===== src/rtl/core/srosub_pkg.sv =====
// ----------------------------------------------------------------------------
// srosub_pkg
// Shared types and codes of the scroll region occlusion subtractor.
// ----------------------------------------------------------------------------
package srosub_pkg;

    localparam int FIELD_W = 16;
    localparam int APB_AW  = 3;
    localparam int APB_DW  = 32;

    // Register index of the scroll distance.
    localparam logic REG_SCROLL_DIST = 1'b0;

    // Request codes.
    localparam logic [1:0] REQ_START = 2'd0;
    localparam logic [1:0] REQ_SUB   = 2'd1;
    localparam logic [1:0] REQ_DRAIN = 2'd2;

    // Result kinds.
    localparam logic [1:0] KIND_ACK     = 2'd0;
    localparam logic [1:0] KIND_OVF     = 2'd1;
    localparam logic [1:0] KIND_COPY    = 2'd2;
    localparam logic [1:0] KIND_REPAINT = 2'd3;

    typedef struct packed {
        logic [1:0]         req_type;
        logic [FIELD_W-1:0] rect_x;
        logic [FIELD_W-1:0] rect_y;
        logic [FIELD_W-1:0] rect_width;
        logic [FIELD_W-1:0] rect_height;
    } t_req;

    typedef struct packed {
        logic [1:0]         result_kind;
        logic [FIELD_W-1:0] out_x;
        logic [FIELD_W-1:0] out_y;
        logic [FIELD_W-1:0] out_width;
        logic [FIELD_W-1:0] out_height;
        logic               last;
    } t_result;

    typedef enum logic [3:0] {
        ST_IDLE,
        ST_DECODE,
        ST_SCHK,
        ST_S_RD,
        ST_S_CLIP,
        ST_S_SPLIT,
        ST_S_PUT,
        ST_D_RD,
        ST_D_CHK,
        ST_D_FIN
    } t_state;

    // Commands from the controller to the datapath.
    typedef struct packed {
        logic load;
        logic start_seed;
        logic shift;
        logic read;
        logic clip;
        logic split;
        logic put;
        logic next_idx;
        logic commit;
        logic overflow;
        logic drain_chk;
        logic emit_ack;
        logic emit_ovf;
        logic emit_final;
    } t_cmd;

    // Status from the datapath to the controller.
    typedef struct packed {
        logic [1:0] req_type;
        logic       occ_empty;
        logic       list_empty;
        logic       idx_last;
        logic       mask_empty;
        logic       list_full;
    } t_stat;

endpackage


===== src/rtl/core/srosub_ctrl.sv =====
// ----------------------------------------------------------------------------
// srosub_ctrl
// Sequencer that steps the datapath through start, subtract and drain.
// ----------------------------------------------------------------------------
module srosub_ctrl (
    input  logic             i_clk,
    input  logic             i_rst_n,
    input  logic             i_start,
    input  srosub_pkg::t_stat i_stat,
    output srosub_pkg::t_cmd  o_cmd,
    output logic             o_busy
);
    import srosub_pkg::*;

    t_state r_state;
    t_state n_state;

    always_ff @(posedge i_clk) begin
        if (!i_rst_n) begin
            r_state <= ST_IDLE;
        end else begin
            r_state <= n_state;
        end
    end

    always_comb begin
        n_state = r_state;
        o_cmd   = '0;
        case (r_state)
            ST_IDLE: begin
                if (i_start) begin
                    o_cmd.load = 1'b1;
                    n_state    = ST_DECODE;
                end
            end
            ST_DECODE: begin
                case (i_stat.req_type)
                    REQ_START: begin
                        o_cmd.start_seed = 1'b1;
                        o_cmd.emit_ack   = 1'b1;
                        n_state          = ST_IDLE;
                    end
                    REQ_SUB: begin
                        o_cmd.shift = 1'b1;
                        n_state     = ST_SCHK;
                    end
                    REQ_DRAIN: begin
                        n_state = i_stat.list_empty ? ST_D_FIN : ST_D_RD;
                    end
                    default: begin
                        o_cmd.emit_ack = 1'b1;
                        n_state        = ST_IDLE;
                    end
                endcase
            end
            ST_SCHK: begin
                if (i_stat.occ_empty || i_stat.list_empty) begin
                    o_cmd.emit_ack = 1'b1;
                    n_state        = ST_IDLE;
                end else begin
                    n_state = ST_S_RD;
                end
            end
            ST_S_RD: begin
                o_cmd.read = 1'b1;
                n_state    = ST_S_CLIP;
            end
            ST_S_CLIP: begin
                o_cmd.clip = 1'b1;
                n_state    = ST_S_SPLIT;
            end
            ST_S_SPLIT: begin
                o_cmd.split = 1'b1;
                n_state     = ST_S_PUT;
            end
            ST_S_PUT: begin
                if (i_stat.mask_empty) begin
                    o_cmd.next_idx = 1'b1;
                    if (i_stat.idx_last) begin
                        o_cmd.commit   = 1'b1;
                        o_cmd.emit_ack = 1'b1;
                        n_state        = ST_IDLE;
                    end else begin
                        n_state = ST_S_RD;
                    end
                end else if (i_stat.list_full) begin
                    o_cmd.overflow = 1'b1;
                    o_cmd.emit_ovf = 1'b1;
                    n_state        = ST_IDLE;
                end else begin
                    o_cmd.put = 1'b1;
                end
            end
            ST_D_RD: begin
                o_cmd.read = 1'b1;
                n_state    = ST_D_CHK;
            end
            ST_D_CHK: begin
                o_cmd.drain_chk = 1'b1;
                o_cmd.next_idx  = 1'b1;
                n_state         = i_stat.idx_last ? ST_D_FIN : ST_D_RD;
            end
            ST_D_FIN: begin
                o_cmd.emit_final = 1'b1;
                n_state          = ST_IDLE;
            end
            default: begin
                n_state = ST_IDLE;
            end
        endcase
    end

    assign o_busy = (r_state != ST_IDLE);

endmodule


===== src/rtl/core/srosub_dp.sv =====
// ----------------------------------------------------------------------------
// srosub_dp
// Rectangle arithmetic, region store and result register.
// ----------------------------------------------------------------------------
module srosub_dp #(
    parameter int MAX_REGIONS = 16,
    parameter int COORD_BITS  = 16
) (
    input  logic                                  i_clk,
    input  logic                                  i_rst_n,
    input  srosub_pkg::t_cmd                      i_cmd,
    input  srosub_pkg::t_req                      i_req,
    input  logic [srosub_pkg::FIELD_W-1:0]        i_scroll_dist,
    output srosub_pkg::t_stat                     o_stat,
    output logic                                  o_valid,
    output srosub_pkg::t_result                   o_result
);
    import srosub_pkg::*;

    localparam int C     = COORD_BITS;
    localparam int E     = COORD_BITS + 1;
    localparam int MW    = (COORD_BITS > FIELD_W) ? COORD_BITS : FIELD_W;
    localparam int IW    = $clog2(MAX_REGIONS);
    localparam int CW    = $clog2(MAX_REGIONS + 1);
    localparam int AW    = IW + 1;
    localparam int DEPTH = 2 ** AW;

    typedef struct packed {
        logic [C-1:0] x;
        logic [C-1:0] y;
        logic [C-1:0] w;
        logic [C-1:0] h;
    } t_box;

    function automatic logic is_empty(t_box b);
        return (b.w == '0) || (b.h == '0);
    endfunction

    function automatic logic [C-1:0] from_field(logic [FIELD_W-1:0] v);
        logic [MW-1:0] t;
        t = MW'(v);
        return t[C-1:0];
    endfunction

    function automatic logic [FIELD_W-1:0] to_field(logic [C-1:0] v);
        logic [MW-1:0] t;
        t = MW'(v);
        return t[FIELD_W-1:0];
    endfunction

    function automatic t_box box_clip(t_box a, t_box b);
        logic [C-1:0] l;
        logic [C-1:0] t;
        logic [E-1:0] r;
        logic [E-1:0] bt;
        logic [E-1:0] ar;
        logic [E-1:0] br;
        logic [E-1:0] ab;
        logic [E-1:0] bb;
        t_box         z;
        z  = '0;
        l  = (a.x > b.x) ? a.x : b.x;
        t  = (a.y > b.y) ? a.y : b.y;
        ar = E'(a.x) + E'(a.w);
        br = E'(b.x) + E'(b.w);
        ab = E'(a.y) + E'(a.h);
        bb = E'(b.y) + E'(b.h);
        r  = (ar < br) ? ar : br;
        bt = (ab < bb) ? ab : bb;
        if (!is_empty(a) && !is_empty(b) && (r > E'(l)) && (bt > E'(t))) begin
            z.x = l;
            z.y = t;
            z.w = C'(r - E'(l));
            z.h = C'(bt - E'(t));
        end
        return z;
    endfunction

    function automatic t_box box_union(t_box a, t_box b);
        logic [E-1:0] ar;
        logic [E-1:0] br;
        logic [E-1:0] ab;
        logic [E-1:0] bb;
        logic [E-1:0] r;
        logic [E-1:0] bt;
        t_box         z;
        ar = E'(a.x) + E'(a.w);
        br = E'(b.x) + E'(b.w);
        ab = E'(a.y) + E'(a.h);
        bb = E'(b.y) + E'(b.h);
        r  = (ar > br) ? ar : br;
        bt = (ab > bb) ? ab : bb;
        z.x = (a.x < b.x) ? a.x : b.x;
        z.y = (a.y < b.y) ? a.y : b.y;
        z.w = C'(r - E'(z.x));
        z.h = C'(bt - E'(z.y));
        if (is_empty(a)) begin
            z = b;
        end else if (is_empty(b)) begin
            z = a;
        end
        return z;
    endfunction

    t_req               r_req;
    t_box               r_occ;
    t_box               r_seed;
    t_box               r_repaint;
    t_box               r_region;
    t_box               r_ov;
    t_box               r_piece [4];
    logic [3:0]         r_mask;
    logic [IW-1:0]      r_idx;
    logic [CW-1:0]      r_nc;
    logic [CW-1:0]      r_count;
    logic               r_bank;
    t_box               r_rd;
    t_box               r_mem [DEPTH];
    logic               r_valid;
    t_result            r_res;
    t_result            n_res;

    // Request fields reduced to the coordinate space.
    t_box req_box;
    assign req_box = '{x: from_field(r_req.rect_x), y: from_field(r_req.rect_y),
                       w: from_field(r_req.rect_width), h: from_field(r_req.rect_height)};

    // Seed clipped to the coordinate space.
    t_box seed_clip;
    always_comb begin
        seed_clip = req_box;
        if ((E'(req_box.x) + E'(req_box.w)) > (E'(1) << C)) begin
            seed_clip.w = C'((E'(1) << C) - E'(req_box.x));
        end
        if ((E'(req_box.y) + E'(req_box.h)) > (E'(1) << C)) begin
            seed_clip.h = C'((E'(1) << C) - E'(req_box.y));
        end
        if (is_empty(seed_clip)) begin
            seed_clip = '0;
        end
    end

    // Occluder moved up by the scroll distance and trimmed at row zero.
    t_box          occ_shift;
    logic [MW-1:0] y_ext;
    logic [MW-1:0] d_ext;
    logic [MW-1:0] h_ext;
    logic [MW-1:0] trim;
    always_comb begin
        y_ext     = MW'(req_box.y);
        d_ext     = MW'(i_scroll_dist);
        h_ext     = MW'(req_box.h);
        trim      = d_ext - y_ext;
        occ_shift = req_box;
        if (is_empty(req_box)) begin
            occ_shift = '0;
        end else if (y_ext >= d_ext) begin
            occ_shift.y = C'(y_ext - d_ext);
        end else if (trim >= h_ext) begin
            occ_shift = '0;
        end else begin
            occ_shift.y = '0;
            occ_shift.h = C'(h_ext - trim);
        end
    end

    // Remaining pieces of a region around its overlap: above, below, left, right.
    t_box         pc [4];
    logic [3:0]   pc_ok;
    logic [E-1:0] rr;
    logic [E-1:0] rb;
    logic [E-1:0] orr;
    logic [E-1:0] ob;
    always_comb begin
        rr  = E'(r_region.x) + E'(r_region.w);
        rb  = E'(r_region.y) + E'(r_region.h);
        orr = E'(r_ov.x) + E'(r_ov.w);
        ob  = E'(r_ov.y) + E'(r_ov.h);
        pc[0] = '{x: r_region.x, y: r_region.y, w: r_region.w,
                  h: C'(r_ov.y - r_region.y)};
        pc[1] = '{x: r_region.x, y: C'(ob), w: r_region.w, h: C'(rb - ob)};
        pc[2] = '{x: r_region.x, y: r_ov.y, w: C'(r_ov.x - r_region.x), h: r_ov.h};
        pc[3] = '{x: C'(orr), y: r_ov.y, w: C'(rr - orr), h: r_ov.h};
        pc_ok = {orr < rr, r_ov.x > r_region.x, ob < rb, r_ov.y > r_region.y};
        if (is_empty(r_ov)) begin
            pc[0] = r_region;
            pc_ok = 4'b0001;
        end
    end

    // Lowest pending piece is written first.
    logic [1:0] sel;
    always_comb begin
        sel = 2'd0;
        for (int k = 3; k >= 0; k--) begin
            if (r_mask[k]) begin
                sel = 2'(k);
            end
        end
    end

    logic          mem_we;
    logic [AW-1:0] mem_wa;
    t_box          mem_wd;
    always_comb begin
        mem_we = 1'b0;
        mem_wa = {r_bank, {IW{1'b0}}};
        mem_wd = seed_clip;
        if (i_cmd.start_seed) begin
            mem_we = !is_empty(seed_clip);
        end else if (i_cmd.put) begin
            mem_we = 1'b1;
            mem_wa = {~r_bank, r_nc[IW-1:0]};
            mem_wd = r_piece[sel];
        end
    end

    always_ff @(posedge i_clk) begin
        if (mem_we) begin
            r_mem[mem_wa] <= mem_wd;
        end
        if (i_cmd.read) begin
            r_rd <= r_mem[{r_bank, r_idx}];
        end
    end

    logic drain_short;
    assign drain_short = (MW'(r_rd.h) <= MW'(i_scroll_dist));

    // Payload registers.
    always_ff @(posedge i_clk) begin
        if (i_cmd.load) begin
            r_req <= i_req;
        end
        if (i_cmd.shift) begin
            r_occ <= occ_shift;
        end
        if (i_cmd.clip) begin
            r_region <= r_rd;
            r_ov     <= box_clip(r_rd, r_occ);
        end
        if (i_cmd.split) begin
            for (int k = 0; k < 4; k++) begin
                r_piece[k] <= pc[k];
            end
        end
        if (i_cmd.load) begin
            r_idx <= '0;
        end else if (i_cmd.next_idx) begin
            r_idx <= r_idx + IW'(1);
        end
        if (i_cmd.load) begin
            r_nc <= '0;
        end else if (i_cmd.put) begin
            r_nc <= r_nc + CW'(1);
        end
        if (i_cmd.split) begin
            r_mask <= pc_ok;
        end else if (i_cmd.put) begin
            r_mask[sel] <= 1'b0;
        end
    end

    // List and box state.
    always_ff @(posedge i_clk) begin
        if (!i_rst_n) begin
            r_count   <= '0;
            r_bank    <= 1'b0;
            r_seed    <= '0;
            r_repaint <= '0;
        end else begin
            if (i_cmd.start_seed) begin
                r_seed    <= seed_clip;
                r_repaint <= '0;
                r_count   <= is_empty(seed_clip) ? CW'(0) : CW'(1);
            end
            if (i_cmd.split) begin
                r_repaint <= box_union(r_repaint, r_ov);
            end
            if (i_cmd.commit) begin
                r_bank  <= ~r_bank;
                r_count <= r_nc;
            end
            if (i_cmd.overflow) begin
                r_repaint <= box_union(r_repaint, r_seed);
                r_count   <= '0;
            end
            if (i_cmd.drain_chk && drain_short) begin
                r_repaint <= box_union(r_repaint, r_rd);
            end
            if (i_cmd.emit_final) begin
                r_repaint <= '0;
                r_count   <= '0;
            end
        end
    end

    // Result register: each result is valid for a single cycle.
    t_box fin_box;
    assign fin_box = is_empty(r_repaint) ? '0 : r_repaint;

    always_ff @(posedge i_clk) begin
        if (!i_rst_n) begin
            r_valid <= 1'b0;
        end else begin
            r_valid <= i_cmd.emit_ack || i_cmd.emit_ovf || i_cmd.emit_final
                       || (i_cmd.drain_chk && !drain_short);
        end
    end

    always_comb begin
        n_res = '0;
        if (i_cmd.emit_ack) begin
            n_res.result_kind = KIND_ACK;
            n_res.last        = 1'b1;
        end else if (i_cmd.emit_ovf) begin
            n_res.result_kind = KIND_OVF;
            n_res.last        = 1'b1;
        end else if (i_cmd.drain_chk) begin
            n_res.result_kind = KIND_COPY;
            n_res.out_x       = to_field(r_rd.x);
            n_res.out_y       = to_field(r_rd.y);
            n_res.out_width   = to_field(r_rd.w);
            n_res.out_height  = to_field(r_rd.h);
        end else if (i_cmd.emit_final) begin
            n_res.result_kind = KIND_REPAINT;
            n_res.out_x       = to_field(fin_box.x);
            n_res.out_y       = to_field(fin_box.y);
            n_res.out_width   = to_field(fin_box.w);
            n_res.out_height  = to_field(fin_box.h);
            n_res.last        = 1'b1;
        end
    end

    always_ff @(posedge i_clk) begin
        r_res <= n_res;
    end

    assign o_valid  = r_valid;
    assign o_result = r_res;

    assign o_stat.req_type   = r_req.req_type;
    assign o_stat.occ_empty  = is_empty(r_occ);
    assign o_stat.list_empty = (r_count == '0);
    assign o_stat.idx_last   = ((CW'(r_idx) + CW'(1)) >= r_count);
    assign o_stat.mask_empty = (r_mask == 4'b0000);
    assign o_stat.list_full  = (r_nc == CW'(MAX_REGIONS));

endmodule


===== src/rtl/core/scroll_region_occlusion_subtractor.sv =====
// ----------------------------------------------------------------------------
// scroll_region_occlusion_subtractor
// Keeps a list of scrollable regions and subtracts occluders from it.
// ----------------------------------------------------------------------------
// Usage. A request is taken on i_req at a rising edge where start is high and
// busy is low. A start request seeds the list with one rectangle, a subtract
// request removes a shifted occluder from every region, and a drain request
// emits the copy regions followed by the repaint box. Each result appears on
// o_result for exactly one cycle with o_result_valid high; the receiver cannot
// stall, so results leave as soon as they are made. The final result of every
// request carries last.
// Timing. A start or unknown request has its result set up in the decode
// state. A subtract reads each stored region from the region store, clips it,
// splits it and writes its pieces back one a cycle. A drain reads and checks
// each stored region in turn. busy falls as the last result appears, so a new
// request can be taken in that cycle; one request is worked on at a time.
// Reset. i_rst_n (synchronous, active low) empties the list and the repaint and
// seed boxes and clears the scroll distance. The region store needs no clearing
// pass: only entries below the region count are ever read.
// Configuration. The scroll distance sits at byte address 0 of the APB port and
// should be written only while busy is low and no result is pending.
// ----------------------------------------------------------------------------
module scroll_region_occlusion_subtractor #(
    parameter int MAX_REGIONS = 16,
    parameter int COORD_BITS  = 16
) (
    input  logic                                i_clk,
    input  logic                                i_rst_n,
    input  logic                                start,
    output logic                                busy,
    input  srosub_pkg::t_req                    i_req,
    output logic                                o_result_valid,
    output srosub_pkg::t_result                 o_result,
    input  logic                                psel,
    input  logic                                penable,
    input  logic                                pwrite,
    input  logic [srosub_pkg::APB_AW-1:0]       paddr,
    input  logic [srosub_pkg::APB_DW-1:0]       pwdata,
    output logic [srosub_pkg::APB_DW-1:0]       prdata,
    output logic                                pready
);
    import srosub_pkg::*;

    t_cmd                cmd;
    t_stat               stat;
    logic [FIELD_W-1:0]  r_scroll_dist;
    logic                cfg_wr;

    // The register index is the word address; only index zero exists.
    assign pready = 1'b1;
    assign cfg_wr = psel && penable && pwrite && (paddr[2] == REG_SCROLL_DIST);

    always_ff @(posedge i_clk) begin
        if (!i_rst_n) begin
            r_scroll_dist <= '0;
        end else if (cfg_wr) begin
            r_scroll_dist <= pwdata[FIELD_W-1:0];
        end
    end

    assign prdata = (paddr[2] == REG_SCROLL_DIST) ? APB_DW'(r_scroll_dist) : '0;

    // The controller sequences each request; the datapath holds every rectangle.
    srosub_ctrl u_ctrl (
        .i_clk   (i_clk),
        .i_rst_n (i_rst_n),
        .i_start (start),
        .i_stat  (stat),
        .o_cmd   (cmd),
        .o_busy  (busy)
    );

    srosub_dp #(
        .MAX_REGIONS (MAX_REGIONS),
        .COORD_BITS  (COORD_BITS)
    ) u_dp (
        .i_clk         (i_clk),
        .i_rst_n       (i_rst_n),
        .i_cmd         (cmd),
        .i_req         (i_req),
        .i_scroll_dist (r_scroll_dist),
        .o_stat        (stat),
        .o_valid       (o_result_valid),
        .o_result      (o_result)
    );

    // A request always ends with its last result as the block goes idle.
    a_idle_after_last: assert property (@(posedge i_clk) disable iff (!i_rst_n)
        ($past(i_rst_n) && $fell(busy)) |-> (o_result_valid && o_result.last))
        else $error("block went idle without a final result");

    // Only copy regions are emitted without last.
    a_copy_not_last: assert property (@(posedge i_clk) disable iff (!i_rst_n)
        (o_result_valid && !o_result.last) |-> (o_result.result_kind == KIND_COPY))
        else $error("non-final result is not a copy region");

    // An accepted request keeps the block busy in the next cycle.
    a_busy_after_accept: assert property (@(posedge i_clk) disable iff (!i_rst_n)
        (start && !busy) |=> busy)
        else $error("request accepted but block not busy");

    // No result appears while idle except the one marking the end of a request.
    a_no_stray_result: assert property (@(posedge i_clk) disable iff (!i_rst_n)
        ($past(i_rst_n) && !busy && !$past(busy)) |-> !o_result_valid)
        else $error("result produced while idle");

endmodule


===== config.mk =====
export PLATFORM = sky130hd
export DESIGN_NAME = scroll_region_occlusion_subtractor
export DESIGN_NICKNAME = d
export VERILOG_FILES = /design/src/rtl/core/srosub_pkg.sv /design/src/rtl/core/srosub_ctrl.sv /design/src/rtl/core/srosub_dp.sv /design/src/rtl/core/scroll_region_occlusion_subtractor.sv
export SDC_FILE = /design/constraint.sdc
export NUM_CORES = 2
export LEC_CHECK = 0
export CAP_MARGIN = 20
export CORE_AREA = 2 2 538 540
export CTS_CLUSTER_DIAMETER = 80
export DETAILED_ROUTE_END_ITERATION = 6
export DIE_AREA = 0 0 540 542
export DONT_BUFFER_PORTS = 1
export PLACE_DENSITY = 0.65
export SLEW_MARGIN = 0
export SYNTH_ARGS = -nofsm -noshare
export SYNTH_HDL_FRONTEND = slang
export SYNTH_SLANG_ARGS = --single-unit
export TNS_END_PERCENT = 50

===== constraint.sdc =====
create_clock -name i_clk -period 9.75 [get_ports i_clk]
set_clock_uncertainty 0.05 [all_clocks]
set_input_delay 0.4875 -clock i_clk [delete_from_list [all_inputs] [get_ports i_clk]]
set_output_delay 0.4875 -clock i_clk [all_outputs]
set_load 0.01 [all_outputs]

---- Yosys cells after proc, flatten, opt, wreduce, memory -nomap -nowiden ----
Memory sizes are Yosys's and may differ from the RTL's. A register that Yosys moved wholly into a read port is not among the register bits.
Cells that the tools add are included.
storage, ports and cells
  register bits after elaboration ......... 493
  memory bits (writable) .................. 2304
  bits of input ports ..................... 107
  output and inout bits ................... 102
  word-level logic and storage cells ...... 282
  memories ................................ 2
operators by class
  $add $sub $neg .......................... 34
  magnitude comparators ................... 30
  eq/ne operators ......................... 17
  muxes and demuxes ....................... 96
  bitwise logic cells ..................... 6
  reductions and logical operators ........ 57
memory list
  memory        depth  width  rd ports  clocked after Yosys merged registers in  wr ports  line              RTL
  u_dp.r_mem    32     64     1         1                                        1         srosub_dp.sv:118  t_box r_mem [DEPTH];
  u_dp.r_piece  4      64     1         0                                        4         srosub_dp.sv:111  t_box r_piece [4];
operators with widths
  operator                                             number
  2-to-1 mux 64 bit                                    14
  2-to-1 mux 16 bit                                    22
  logical NOT 16 bit                                   16
  subtractor 16 bit                                    15
  adder 16 x 16 -> 17 bit                              14
  > comparator 17 bit                                  6
  < comparator 16 bit                                  6
  < comparator 17 bit                                  4
  2-to-1 mux 67 bit                                    1
  2-to-1 mux 66 bit                                    1
  > comparator 16 bit                                  4
  one-hot mux 4 bit (9 select lines)                   1
  > comparator 17 x 16 -> 1 bit                        2
  > comparator 17 bit, second input constant           2
  2-to-1 mux 17 bit                                    2
  greater-or-equal comparator 16 bit                   2
  2-to-1 mux 32 bit                                    1
  2-to-1 mux 4 bit                                     8
  subtractor 1 x 16 -> 16 bit, first input constant    2
  2-to-1 mux 1 bit                                     29
  2-to-1 mux 5 bit                                     4
  2-to-1 mux 2 bit                                     9
  equality test 4 x 3 -> 1 bit, second input constant  4
  less-or-equal comparator 16 bit                      1
  36 further kinds                                     70

---- Longest topological paths before layout ----
  word-level depth ........................ 12
  mapped depth ............................ 37
  mapped depth without buffers ............ 36

---- Cells and area by module ----
Synthesis repeated with hierarchy kept, for this count alone.
unflattened totals
  cells, all modules ...................... 9606
  area total of the unflattened synthesis .. 137276.7 µm²
by module, submodules not included
  module                              times used  cells an instance  area each (µm²)  sequential area each (µm²)
  srosub_dp                           1           9426               135870.3         80797.5
  scroll_region_occlusion_subtractor  1           106                907.1            320.3
  srosub_ctrl                         1           74                 499.2            80.1

---- Worst setup path before layout ----
Ideal clock, no wire load.
  path kind ............................... reg-to-reg
  from .................................... reg u_ctrl.r_state[2]
  to ...................................... reg u_dp.r_ov (netlist bit u_dp.pc[0]) (enable)
  setup time .............................. 772 ps
  arrival time ............................ 9281 ps
  required time ........................... 8928 ps
  slack ................................... -353 ps
  stages on the path, launching flop included .. 4
  buffers on the path ..................... 1
  clock period less this slack ............ 10103 ps
  cells stage by stage .................... dfxtp_1 > clkbuf_1 > nand2b_1 > nor3_1
between the ends
  longest elaborated chain between the ends .. 2
RTL lines
  element                       line               RTL
  from (decl)                   srosub_ctrl.sv:15  t_state r_state;
  from (signal assigned)        srosub_ctrl.sv:22  r_state <= n_state;
  equality test 4 x 3 -> 1 bit  srosub_ctrl.sv:29  case (r_state)
  2-to-1 mux 1 bit              srosub_ctrl.sv:29
  to (signal assigned)          srosub_dp.sv:240   r_ov <= box_clip(r_rd, r_occ);
  to (decl)                     srosub_dp.sv:110   t_box r_ov;
No other way between the ends.
A chain may end at the register's enable or synchronous reset.

---- Worst setup path after layout ----
  from .................................... reg, netlist name u_dp.r_rd[33]
  to ...................................... reg u_dp.r_repaint[14] (netlist bit)
between the ends
  longest elaborated chain between the ends .. 7
  elaborated cells between the ends (all ways) .. 9
  those cells by class .................... add/sub (2); order compare (2); mux (5)
RTL lines
  element                  line              RTL
  adder 16 x 16 -> 17 bit  srosub_dp.sv:90   bb = E'(b.y) + E'(b.h);
  > comparator 17 bit      srosub_dp.sv:92   bt = (ab > bb) ? ab : bb;
  2-to-1 mux 16 bit        srosub_dp.sv:92
  subtractor 16 bit (*)    srosub_dp.sv:96   z.h = C'(bt - E'(z.y));
  2-to-1 mux 64 bit (*)    srosub_dp.sv:99   end else if (is_empty(b)) begin
  2-to-1 mux 64 bit (*)    srosub_dp.sv:97   if (is_empty(a)) begin
  2-to-1 mux 64 bit (*)    srosub_dp.sv:288  if (i_cmd.drain_chk && drain_short) begin
  to (signal assigned)     srosub_dp.sv:278  r_repaint <= box_union(r_repaint, r_ov);
  to (signal assigned)     srosub_dp.sv:285  r_repaint <= box_union(r_repaint, r_seed);
  to (signal assigned)     srosub_dp.sv:289  r_repaint <= box_union(r_repaint, r_rd);
  to (decl)                srosub_dp.sv:108  t_box r_repaint;
Mark *: on every way between the ends. The rest lies on a longest branch, timed or not. The select of a mux whose other input is x is not followed.

==> out/qor.txt <==
Synth unique cells: 101
CP max-delay cell: a2111oi_0
Max cap viols: 0
Register-to-Register Path Depth: 31
Worst-Margin Slew: 1.19 ns
Layout area overhead: 12.5%
Mapped cell area: 0.137 sq mm
# clock sinks: 2781
HPWL Detailed: 289000 um
Final hold vios: 0
Switching share of power: 29.1%
DR vias/cell: 6.34
Relative slew margins: 20.7%
Psw: 9160 uW
Tmin final: 9.01 ns
Total GRT Usage: 29.0%
Tot Pwr: 31400 uW
H-tree levels: 5
WP data required: 10.48 ns
DIE WIDTH: 540 um
Yosys warns: 0
Placed Cells incl. Taps: 13300
Worst EP arrival: 9.75 ns
Final Max Slew Viols: 0
Remaining Overflow, GRT: 0
TritonCTS clock tree: done
# port buffers: 0
Logic gate share of total power: 20.8%
First-pass GRT wire length: 611000 um
Final #Nets: 10800
Post-route ant nets: 0
CTS Root Cell: clkbuf_16
Initial antenna violation count: 35
Initial drt markers: 10700
Asr flop ratio synth: 0%
WL/cell: 31.0 um
Pleak: 0.0539 uW
Hold path depth: 3
Top cells by area, synth: edfxtp_1 (56%), mux4_2 (11%), ha_1 (7.0%), dfxtp_1 (3.4%), o21ai_0 (2.1%)
Worst Hold Class: in2reg
CP max FO: 7
Initial Util: 47.7%
IO Pins: 209
Worst-path clk slew: 0.06 ns
Power density over the cells: 204 mW/mm^2
Placement Setup Slack: 1.04 ns
Vias in the first global route: 85900
Mapped Cells: 9648
CP bufs+invs: 2
Critical path depth: 31
Register area share after synthesis: 59.3%
Core ar.: 0.287 sq mm
Fraction of layout cells with a size suffix above 1: 16.2%
Largest net degree at the start of global routing: 145
Final setup viols: 0
CP dominant cell by count: o21ai_0
Delay-heaviest family, CP: compound AO/OA/AOI/OAI gates
Cell Rows: 197
DR vias: 88500
Post-Layout Inst Area: 0.154 sq mm
Drt pass-1 iters: 6
Max clock buf depth: 4
Max frequency: 111 MHz
Slowest cell delay on critical path: 0.87 ns
Gpl congestion: 1.00
Cell taking the most area after synthesis: edfxtp_1
Tcrit/Tclk final: 92.4%
Synth top area share: 55.9%
RSZ-0062 raised after global routing: false
CTS buffer count: 301
Routed wire length: 433000 um
#FFs+latches synth: 2781
Clock network power share: 35.5%
Setup TNS: 0 ns
Full die area: 0.293 sq mm
Worst setup SP type: flop
Setup ws final: 0.737 ns
Clock Latency Late Sink: 0.91 ns
Top_reg_cell synth: edfxtp_1
Synth Area per Inst: 14.2 sq um
Layout Cells excl Fill: 14000
Die H: 542 um
Placed inst area: 0.143 sq mm
Post-synth EDFFs: 2550
Crit end category: flop
Crit path kind: reg2reg
Peak VDD IR: 0.186 mV
P_int: 22300 uW
Status: finished clean
Seq pwr share: 43.8%
Remaining DRCs: 0
path summary, 6_finish.rpt:
path                      start                  end  slack (ns)
setup / recovery  u_dp.r_rd[33]   u_dp.r_repaint[14]        0.74
hold / removal          penable     r_scroll_dist[7]        0.12
setup reg to reg  u_dp.r_rd[33]   u_dp.r_repaint[14]        0.74
hold reg to reg    u_dp.pc[156]  u_dp.r_piece[1][28]        0.39
what timing repair did:
item                                   4_1_cts  5_1_grt
hold buffers                                86        0
endpoints found under the hold margin      125        0
resized for setup                            0        0
buffers inserted                             0        0
cells by family after synthesis:
logic type	Yosys count	share of synthesized area, %
adder cells (fa/ha/maj)	796	7.42
AND/OR/NAND/NOR	1909	6.64
buffers and inverters	905	2.58
multiplexers	923	12.7
AO/OA/AOI/OAI	1949	8.92
flip-flops	2781	59.3
other	2	0.00548
XOR/XNOR	383	2.46
per-layer routing:
layer	vias to the layer above	part of all wire (%)	GRT usage, %
li1	38100	-	-
met1	45300	41	40.4
met2	4344	46	45.9
met3	772	8.7	4.18
met4	6	4.5	11.8
met5	-	0.0086	0
power groups by stage:
stage	clock, uW	combinational, uW	sequential (uW)
2_1_floorplan	0	4410	13900
3_3_place_gp	0	6170	14000
3_5_place_dp	0	6270	14000
4_1_cts	11300	6340	13800
5_1_grt	11700	7050	13800
6_report	11200	6530	13800
layout by cell type, fill, tap and decap left out, drive strengths merged, types with 43 or more instances in the layout:
master / instances
inv: 500
nor3: 118
o21a: 80
edfxtp: 2550
mux2: 104
xnor2: 243
a21oi: 509
nor2b: 88
a22o: 81
a211oi: 81
nor2: 509
o21bai: 55
and2: 58
a31oi: 44
xor2: 139
dlygate4sd3: 85
ha: 762
clkbuf: 368
o31ai: 43
o21ai: 597
nand4: 86
clkinv: 135
dfxtp: 231
nand2b: 70
a21o: 178
nand2: 557
nand3: 145
mux2i: 179
buf: 295
nor4: 129
mux4: 640
final cells by class:
cell class | count | area (sq um)
multi-input cells | 5977 | 53100
well taps | 3781 | 4730
diodes | 10 | 25.0
flip-flops and latches | 2781 | 81200
fillers | 22900 | 133000
repair buffers | 381 | 3610
clock inverters | 178 | 1560
clock buffers | 367 | 8000
inverters | 479 | 1810
synth_stat cells (179+ instances only):
| cell type | instances |
|---|---|
| dfxtp_1 | 231 |
| a21oi_1 | 509 |
| inv_1 | 476 |
| mux4_2 | 640 |
| clkbuf_1 | 324 |
| nand2_1 | 556 |
| nor2_1 | 508 |
| ha_1 | 762 |
| edfxtp_1 | 2550 |
| o21ai_0 | 584 |
| xnor2_1 | 243 |
| mux2i_1 | 179 |
worst register-to-register path, delay by kind of cell (launching register included):
kind            cells  cell delay [ns]
buf+inv             2             0.23
fa+ha+maj           4             1.36
mux                 1             0.24
compound gates     20             5.30
xor+xnor            2             0.41
flops               1             0.72
simple gates        2             0.61
state kept, by name, indices dropped and copies added, names as in the netlist:
signal          flops
u_dp.r_ov          32
u_dp.pc            64
u_ctrl.r_state      4
u_dp.r_piece      176
u_dp.o_stat         2
u_dp.r_mask         4
u_dp.r_mem       2048
u_dp.r_idx          4
u_dp.r_repaint     64
u_dp.r_nc           5
u_dp.h_ext         16
u_dp.y_ext         16
u_dp.r_count        5
u_dp.r_rd          64
r_scroll_dist      16
u_dp.r_region      32
u_dp.r_occ         64
u_dp.r_bank         1
u_dp.r_req         32
u_dp.r_seed        64
u_dp.o_valid        1
u_dp.o_result      67
through the flow:
step	hold WS, ns	util [%]
finish	0.123	53.7
global route	0.151	53.7
CTS	0.0605	53.5
detailed placement	0.390	49.9
global placement	0.384	49.8
floorplan	0.381	-
No activity file was read; power rests on OpenSTA's default activity.
